### config.mk
export PLATFORM = sky130hd
export DESIGN_NAME = kmp_cell
export DESIGN_NICKNAME = d
export VERILOG_FILES = /design/src/hdl/kmp_pkg.sv /design/src/hdl/kmp_cell.sv
export SDC_FILE = /design/constraint.sdc
export NUM_CORES = 1
export LEC_CHECK = 0
export BUFFER_PORTS_ARGS = -buffer_cell sky130_fd_sc_hd__buf_2
export CAP_MARGIN = 15
export CORE_MARGIN = 8
export CORE_UTILIZATION = 52
export CTS_CLUSTER_DIAMETER = 30
export DETAILED_ROUTE_END_ITERATION = 7
export PLACE_DENSITY = 0.87
export SETUP_SLACK_MARGIN = 0.5
export SYNTH_ARGS = -nofsm -noshare
export SYNTH_HDL_FRONTEND = slang
export SYNTH_SLANG_ARGS = --single-unit
### constraint.sdc
create_clock -name clk_i -period 18.05 [get_ports clk_i]
set_input_delay 3.61 -clock clk_i [delete_from_list [all_inputs] [get_ports clk_i]]
set_output_delay 3.61 -clock clk_i [all_outputs]
set_load 0.02 [all_outputs]
### src/hdl/kmp_pkg.sv
package kmp_pkg;

  localparam int PriceW      = 16;
  localparam int ProfitW     = 31;
  localparam int HoldW       = 32;
  localparam int CfgW        = 5;
  localparam int TradesDef   = 16;
  localparam int TdataInW    = 16;
  localparam int TdataOutW   = 32;

  localparam logic [CfgW-1:0]    CfgReset = CfgW'(1);
  localparam logic [HoldW-1:0]   HoldMin  = {1'b1, {(HoldW-1){1'b0}}};
  localparam logic [ProfitW-1:0] SoldMax  = {ProfitW{1'b1}};

  // Per-step control shared by every cell of the chain
  typedef struct packed {
    logic adv;  // a price transaction is taken this cycle
    logic clr;  // the transaction closes the series
  } kmp_ctrl_t;

endpackage

### src/hdl/kmp_cell.sv
module kmp_cell (
  input  logic                        clk_i,
  input  logic                        rst_ni,
  input  kmp_pkg::kmp_ctrl_t          ctrl_i,
  input  logic [kmp_pkg::PriceW-1:0]  price_i,
  input  logic [kmp_pkg::ProfitW-1:0] sold_left_i,
  output logic [kmp_pkg::ProfitW-1:0] sold_o,
  output logic [kmp_pkg::ProfitW-1:0] sold_next_o
);
  import kmp_pkg::*;

  logic [HoldW-1:0]   hold_q, hold_d;
  logic [ProfitW-1:0] sold_q, sold_d;
  logic signed [HoldW:0] buy_val, hold_ext, sell_val, sold_ext, hold_new, sold_new;

  always_comb begin
    hold_ext = $signed({hold_q[HoldW-1], hold_q});
    sold_ext = $signed({2'b00, sold_q});
    buy_val  = $signed({2'b00, sold_left_i}) - $signed({{(HoldW+1-PriceW){1'b0}}, price_i});
    sell_val = hold_ext + $signed({{(HoldW+1-PriceW){1'b0}}, price_i});
    hold_new = (buy_val > hold_ext) ? buy_val : hold_ext;
    sold_new = (sell_val > sold_ext) ? sell_val : sold_ext;
    // sold_new is never negative since sold_q is not; clamp only the top
    if (sold_new > $signed({2'b00, SoldMax})) begin
      sold_next_o = SoldMax;
    end else begin
      sold_next_o = sold_new[ProfitW-1:0];
    end
    hold_d = hold_q;
    sold_d = sold_q;
    if (ctrl_i.adv) begin
      if (ctrl_i.clr) begin
        hold_d = HoldMin;
        sold_d = '0;
      end else begin
        hold_d = hold_new[HoldW-1:0];
        sold_d = sold_next_o;
      end
    end
  end

  assign sold_o = sold_q;

  always_ff @(posedge clk_i or negedge rst_ni) begin
    if (!rst_ni) begin
      hold_q <= HoldMin;
      sold_q <= '0;
    end else begin
      hold_q <= hold_d;
      sold_q <= sold_d;
    end
  end

endmodule

Word-level counts from Yosys, hierarchy flattened
Cells that the tools add are included.
Storage, ports and cells
  bits in registers: 63
  output and inout port bits: 62
  word-level logic and storage cells: 14
Cells by class
  add/subtract/negate cells: 2
  order comparisons: 3
  multiplexer cells: 5
  reductions and logical operators: 2
Operator list (number)
  $mux 32: 2
  $mux 31: 2
  $add 32x17->33: 1
  $gt 33x32->1: 1
  $gt 33x32->1 const B: 1
  $mux 33: 1
  $gt 32x32->1: 1
  $sub 31x16->32: 1
  $reduce_and 2->1: 1
  $reduce_bool 2->1: 1

Depth between registers and ports, before layout
  depth in word-level cells: 6
  gate-level depth with buffers: 21
  depth with buffers taken out: 20

Worst setup path after synthesis
Ideal clock, no wire load.
  path kind: in2out
  start point: input price_i[0] (netlist bit)
  end point: output sold_next_o[24] (netlist bit)
  arrival time: 7.611 ns
  required time: 14.440 ns
  slack: 6.829 ns
  cell stages on the path: 18
  path buffers: 1
  cell sequence: ha_1 > fa_1 > a21oi_1 > o211a_1 > a311oi_1 > and4_1 > a2111oi_0 > xnor2_1 > ha_1 > nand4_1 > or3_1 > nor3_1 > and4_1 > a21oi_1 > nand2_2 > buf_1 > mux2i_1 > nand2_1
Between the ends
  word-level cells in the longest chain between the ends: 5
Ends and longest elaborated chain
  start: declaration: line kmp_cell.sv:5  | input logic [kmp_pkg::PriceW-1:0] price_i,
  $add 32x17->33 (*): line kmp_cell.sv:20  | sell_val = hold_ext + $signed({{(HoldW+1-PriceW){1'b0}}, price_i});
  $gt 33x32->1: line kmp_cell.sv:22  | sold_new = (sell_val > sold_ext) ? sell_val : sold_ext;
  $mux 33 (*): line kmp_cell.sv:22
  $gt 33x32->1: line kmp_cell.sv:24  | if (sold_new > $signed({2'b00, SoldMax})) begin
  $mux 31 (*): line kmp_cell.sv:24
  end: declaration: line kmp_cell.sv:8  | output logic [kmp_pkg::ProfitW-1:0] sold_next_o
Mark *: on every way between the ends. The rest lies on a longest branch, timed or not.

Final worst setup path
  start point: input price_i[0] (netlist bit)
  end point: output sold_next_o[21] (netlist bit)
The elaborated chain is that of the path after synthesis.

==> flow_metrics.env <==
export IMPL_status="complete, no violations"
export IMPL_r2r_start="hold_q[0]$_DFFE_PN0P_"
export IMPL_critical_path_max_stage_delay_ns=0.57
export IMPL_worstHoldStart="hold_q[19]$_DFFE_PN0P_"
export IMPL_critPathMaxFanout=39
export IMPL_path_clk_slew_ns=0.05
export IMPL_cts_setup_buffers=0
export IMPL_drc=0
export IMPL_track_usage_pct=22.1
export IMPL_first_pass_iters=7
export IMPL_finalCriticalPeriod_ns=12.21
export IMPL_vias=6392
export IMPL_irDropWorstVdd_mv=0.0669
export IMPL_p_leak_nw=4.03
export IMPL_gr_total_overflow=0
export IMPL_synth_distinct_cells=71
export IMPL_dieArea_um2=16700
export IMPL_wirelength_mm=18.5
export IMPL_finalSetupViolCount=0
export IMPL_cts_root_buffer="clkbuf_16"
export IMPL_area_growth_syn_to_layout_pct=16.1
export IMPL_cp_slowest_cell="a2111oi_0"
export IMPL_finClkSkew_ns=0.00798
export IMPL_rows=41
export IMPL_min_path_type="register to register"
export IMPL_synth_seq_cells=63
export IMPL_cts_tree="built"
export IMPL_synth_compound_area_share_pct=24.3
export IMPL_nNetsFinal=1019
export IMPL_start_util_pct=53.1
export IMPL_final_max_slew_viol_count=0
export IMPL_syn_area_per_cell_um2=8.70
export IMPL_period_share_pct=67.6
export IMPL_post_route_util_pct=61.7
export IMPL_drive_gt1_share_pct=17.7
export IMPL_ys_flop_type="dfrtp_1"
export IMPL_place_hpwl_mm=14.2
export IMPL_crit_path_start="price_i[0]"
export IMPL_portBuffers=112
export IMPL_die_h_um=129
export IMPL_ant_nets=0
export IMPL_viasPerCell=6.09
export IMPL_synth_simple_gate_area_share_pct=15.1
export IMPL_hold_buffers=0
export IMPL_grt_max_degree=64
export IMPL_post_cts_resized=0
export IMPL_timing_hold_ws_ns=0.508
export IMPL_synthXorXnorAreaFrac_pct=7.08
export IMPL_nFillCells=1070
export IMPL_hold_viol_final=0
export IMPL_coreArea_um2=12600
export IMPL_syn_inst=767
export IMPL_worst_pin_slew_ns=0.987
export IMPL_criticalPathCategory="input port to output pin"
export IMPL_ys_seq_area_share_pct=23.6
export IMPL_multiInputGateArea_um2=4680
export IMPL_htree_levels=3
export IMPL_relSlewSlack_pct=34.0
export IMPL_cts_sinks=63
export IMPL_worstPathCellList="buf_2 -> ha_1 -> fa_1 -> a21oi_1 -> o211a_1 -> a311oi_1 -> and4_1 -> a2111oi_0 -> xnor2_1 -> ha_1 -> nand4_1 -> or3_1 -> nor3_1 -> and4_1 -> a21oi_1 -> nand2_2 -> buf_4 -> mux2i_1 -> nand2_1 -> buf_2"
export IMPL_grt_pass1_wl_mm=30.0
export IMPL_die_x_um=129
export IMPL_cp_arrival_ns=8.60
export IMPL_drt_iter0_drc=530
export IMPL_antenna_found_initial=1
export IMPL_syn_nets=915
export IMPL_timing_fmax_mhz=81.9
export IMPL_cap_viol_max_count=0
export IMPL_syn_area_um2=6680
export IMPL_critPathLaunchType="input port"
export IMPL_setup_tns_ns=0
export IMPL_cp_required_ns=14.44
export IMPL_worstSkewPairLatency_ns=0.34
export IMPL_cts_buffers=9
export IMPL_synthMuxAreaShare_pct=4.87
export IMPL_grt_pass1_vias=6209
export IMPL_rsz0062_at_grt="no"
export IMPL_gp_congestion=0.902
export IMPL_regArea_um2=1580
export IMPL_wire_per_inst_um=17.6
export IMPL_synthAdderAreaFrac_pct=18.4
export IMPL_clockBufferDepth=2
export IMPL_synth_top_family_by_area="compound AO/OA/AOI/OAI gates"
export IMPL_powerDensity_nw_per_um2=149
export IMPL_ys_async_sr_fraction_pct=100
export IMPL_ios=113
export IMPL_synth_edf_count=0
export IMPL_end_kind="output pin"
export IMPL_yosys_warnings=0
-- flip-flops by register name (all words and copies together) (netlist names) --
name,count
hold_q,32
sold_o,31
-- cell usage after synthesis (all sizes together) (18+ instances only) --
library cell / number / area (um^2)
xnor2: 36 / 315
inv: 86 / 323
xor2: 18 / 158
o21ai: 31 / 155
a22o: 30 / 263
nand2: 63 / 239
nor2: 28 / 108
o221a: 22 / 248
dfrtp: 62 / 1550
mux2i: 31 / 310
nor3: 21 / 105
ha: 95 / 1190
a21oi: 42 / 210
-- placed cells by master (no fill, tap or decap), types with 5 or more instances in the layout --
cell type    n
nor2_1      27
mux2i_1     30
buf_2      112
inv_1       86
xnor2_1     36
o221a_1     20
nor4_1       9
a2bb2oi_1    9
o21a_1      13
xor2_1      18
nand2_1     62
and3_1      11
a21oi_1     42
nand4_1     13
o31ai_1      9
dfrtp_1     62
ha_1        95
a21o_1      13
nor3_1      20
and4_1       6
nor2b_1      6
nand3_1     13
a22o_1      30
o211ai_1     5
o21ai_0     29
clkbuf_16    9
a211oi_1     8
-- layer usage --
layer	track usage (%)	vias to the layer above	part of all wire [%]	wire (um)
li1	-	3047	-	-
met1	27.3	3047	43	7920
met2	36.9	251	47	8730
met3	4.19	47	7.1	1310
met4	9.47	0	2.8	509
met5	0	-	0	0
-- cell families (layout without fill, tap and decap cells) --
family          Yosys count  count (layout)
xor+xnor                 54              54
buf+inv                 110             219
flops                    63              63
mux                      32              32
fa+ha+maj                97              97
other cells               0               1
simple gates            195             195
compound gates          216             216
-- area by class of cell --
class	count	area share (%)
well taps	172	2.78
clock inverters	6	1.39
clock buffers	10	3.08
flip-flops and latches	63	20.4
multi-input cells	594	60.4
inverters	86	4.17
diodes	1	0.0323
repair buffers	117	7.81
-- through the flow --
stage	cells	total power (W)	worst slack (ns)	instance area, um^2
floorplan	767	0.000742	6.83	6680
global route	1049	0.00124	5.47	7750
global placement	1031	0.000912	5.96	7390
finish	1049	0.00115	5.84	7750
CTS	1047	0.00115	5.87	7730
detailed placement	1031	0.000935	5.87	7390
-- power breakdown --
part / internal [W] / leakage (nW) / switching (W) / total, W
registers: 0.000187 / 0.840 / 0.0000507 / 0.000238
clock network: 0.000138 / 0.168 / 0.0000655 / 0.000204
logic: 0.000287 / 3.02 / 0.000424 / 0.000711
total: 0.000612 / 4.03 / 0.000540 / 0.00115
-- worst max-delay path, delay by kind of cell --
family | cells | cell delay, ns
AND/OR/NAND/NOR | 7 | 1.43
XOR/XNOR | 1 | 0.25
buffers and inverters | 3 | 0.85
AO/OA/AOI/OAI | 5 | 1.18
multiplexers | 1 | 0.24
adder cells (fa/ha/maj) | 3 | 1.03
-- path summary, 6_finish.rpt --
kind                                     endpoint  slack, ns  cells after the start
min reg2reg                hold_q[19]$_DFFE_PN0P_       0.51                      1
max                               sold_next_o[21]       5.84                     20
min in group asynchronous   hold_q[2]$_DFFE_PN0P_       3.42                      2
min                        hold_q[19]$_DFFE_PN0P_       0.51                      1
max reg2reg                 sold_o[6]$_DFFE_PN0P_      12.23                     19
max in group asynchronous  hold_q[10]$_DFFE_PN0P_      14.03                      2
(Power assumes the default switching activity.)
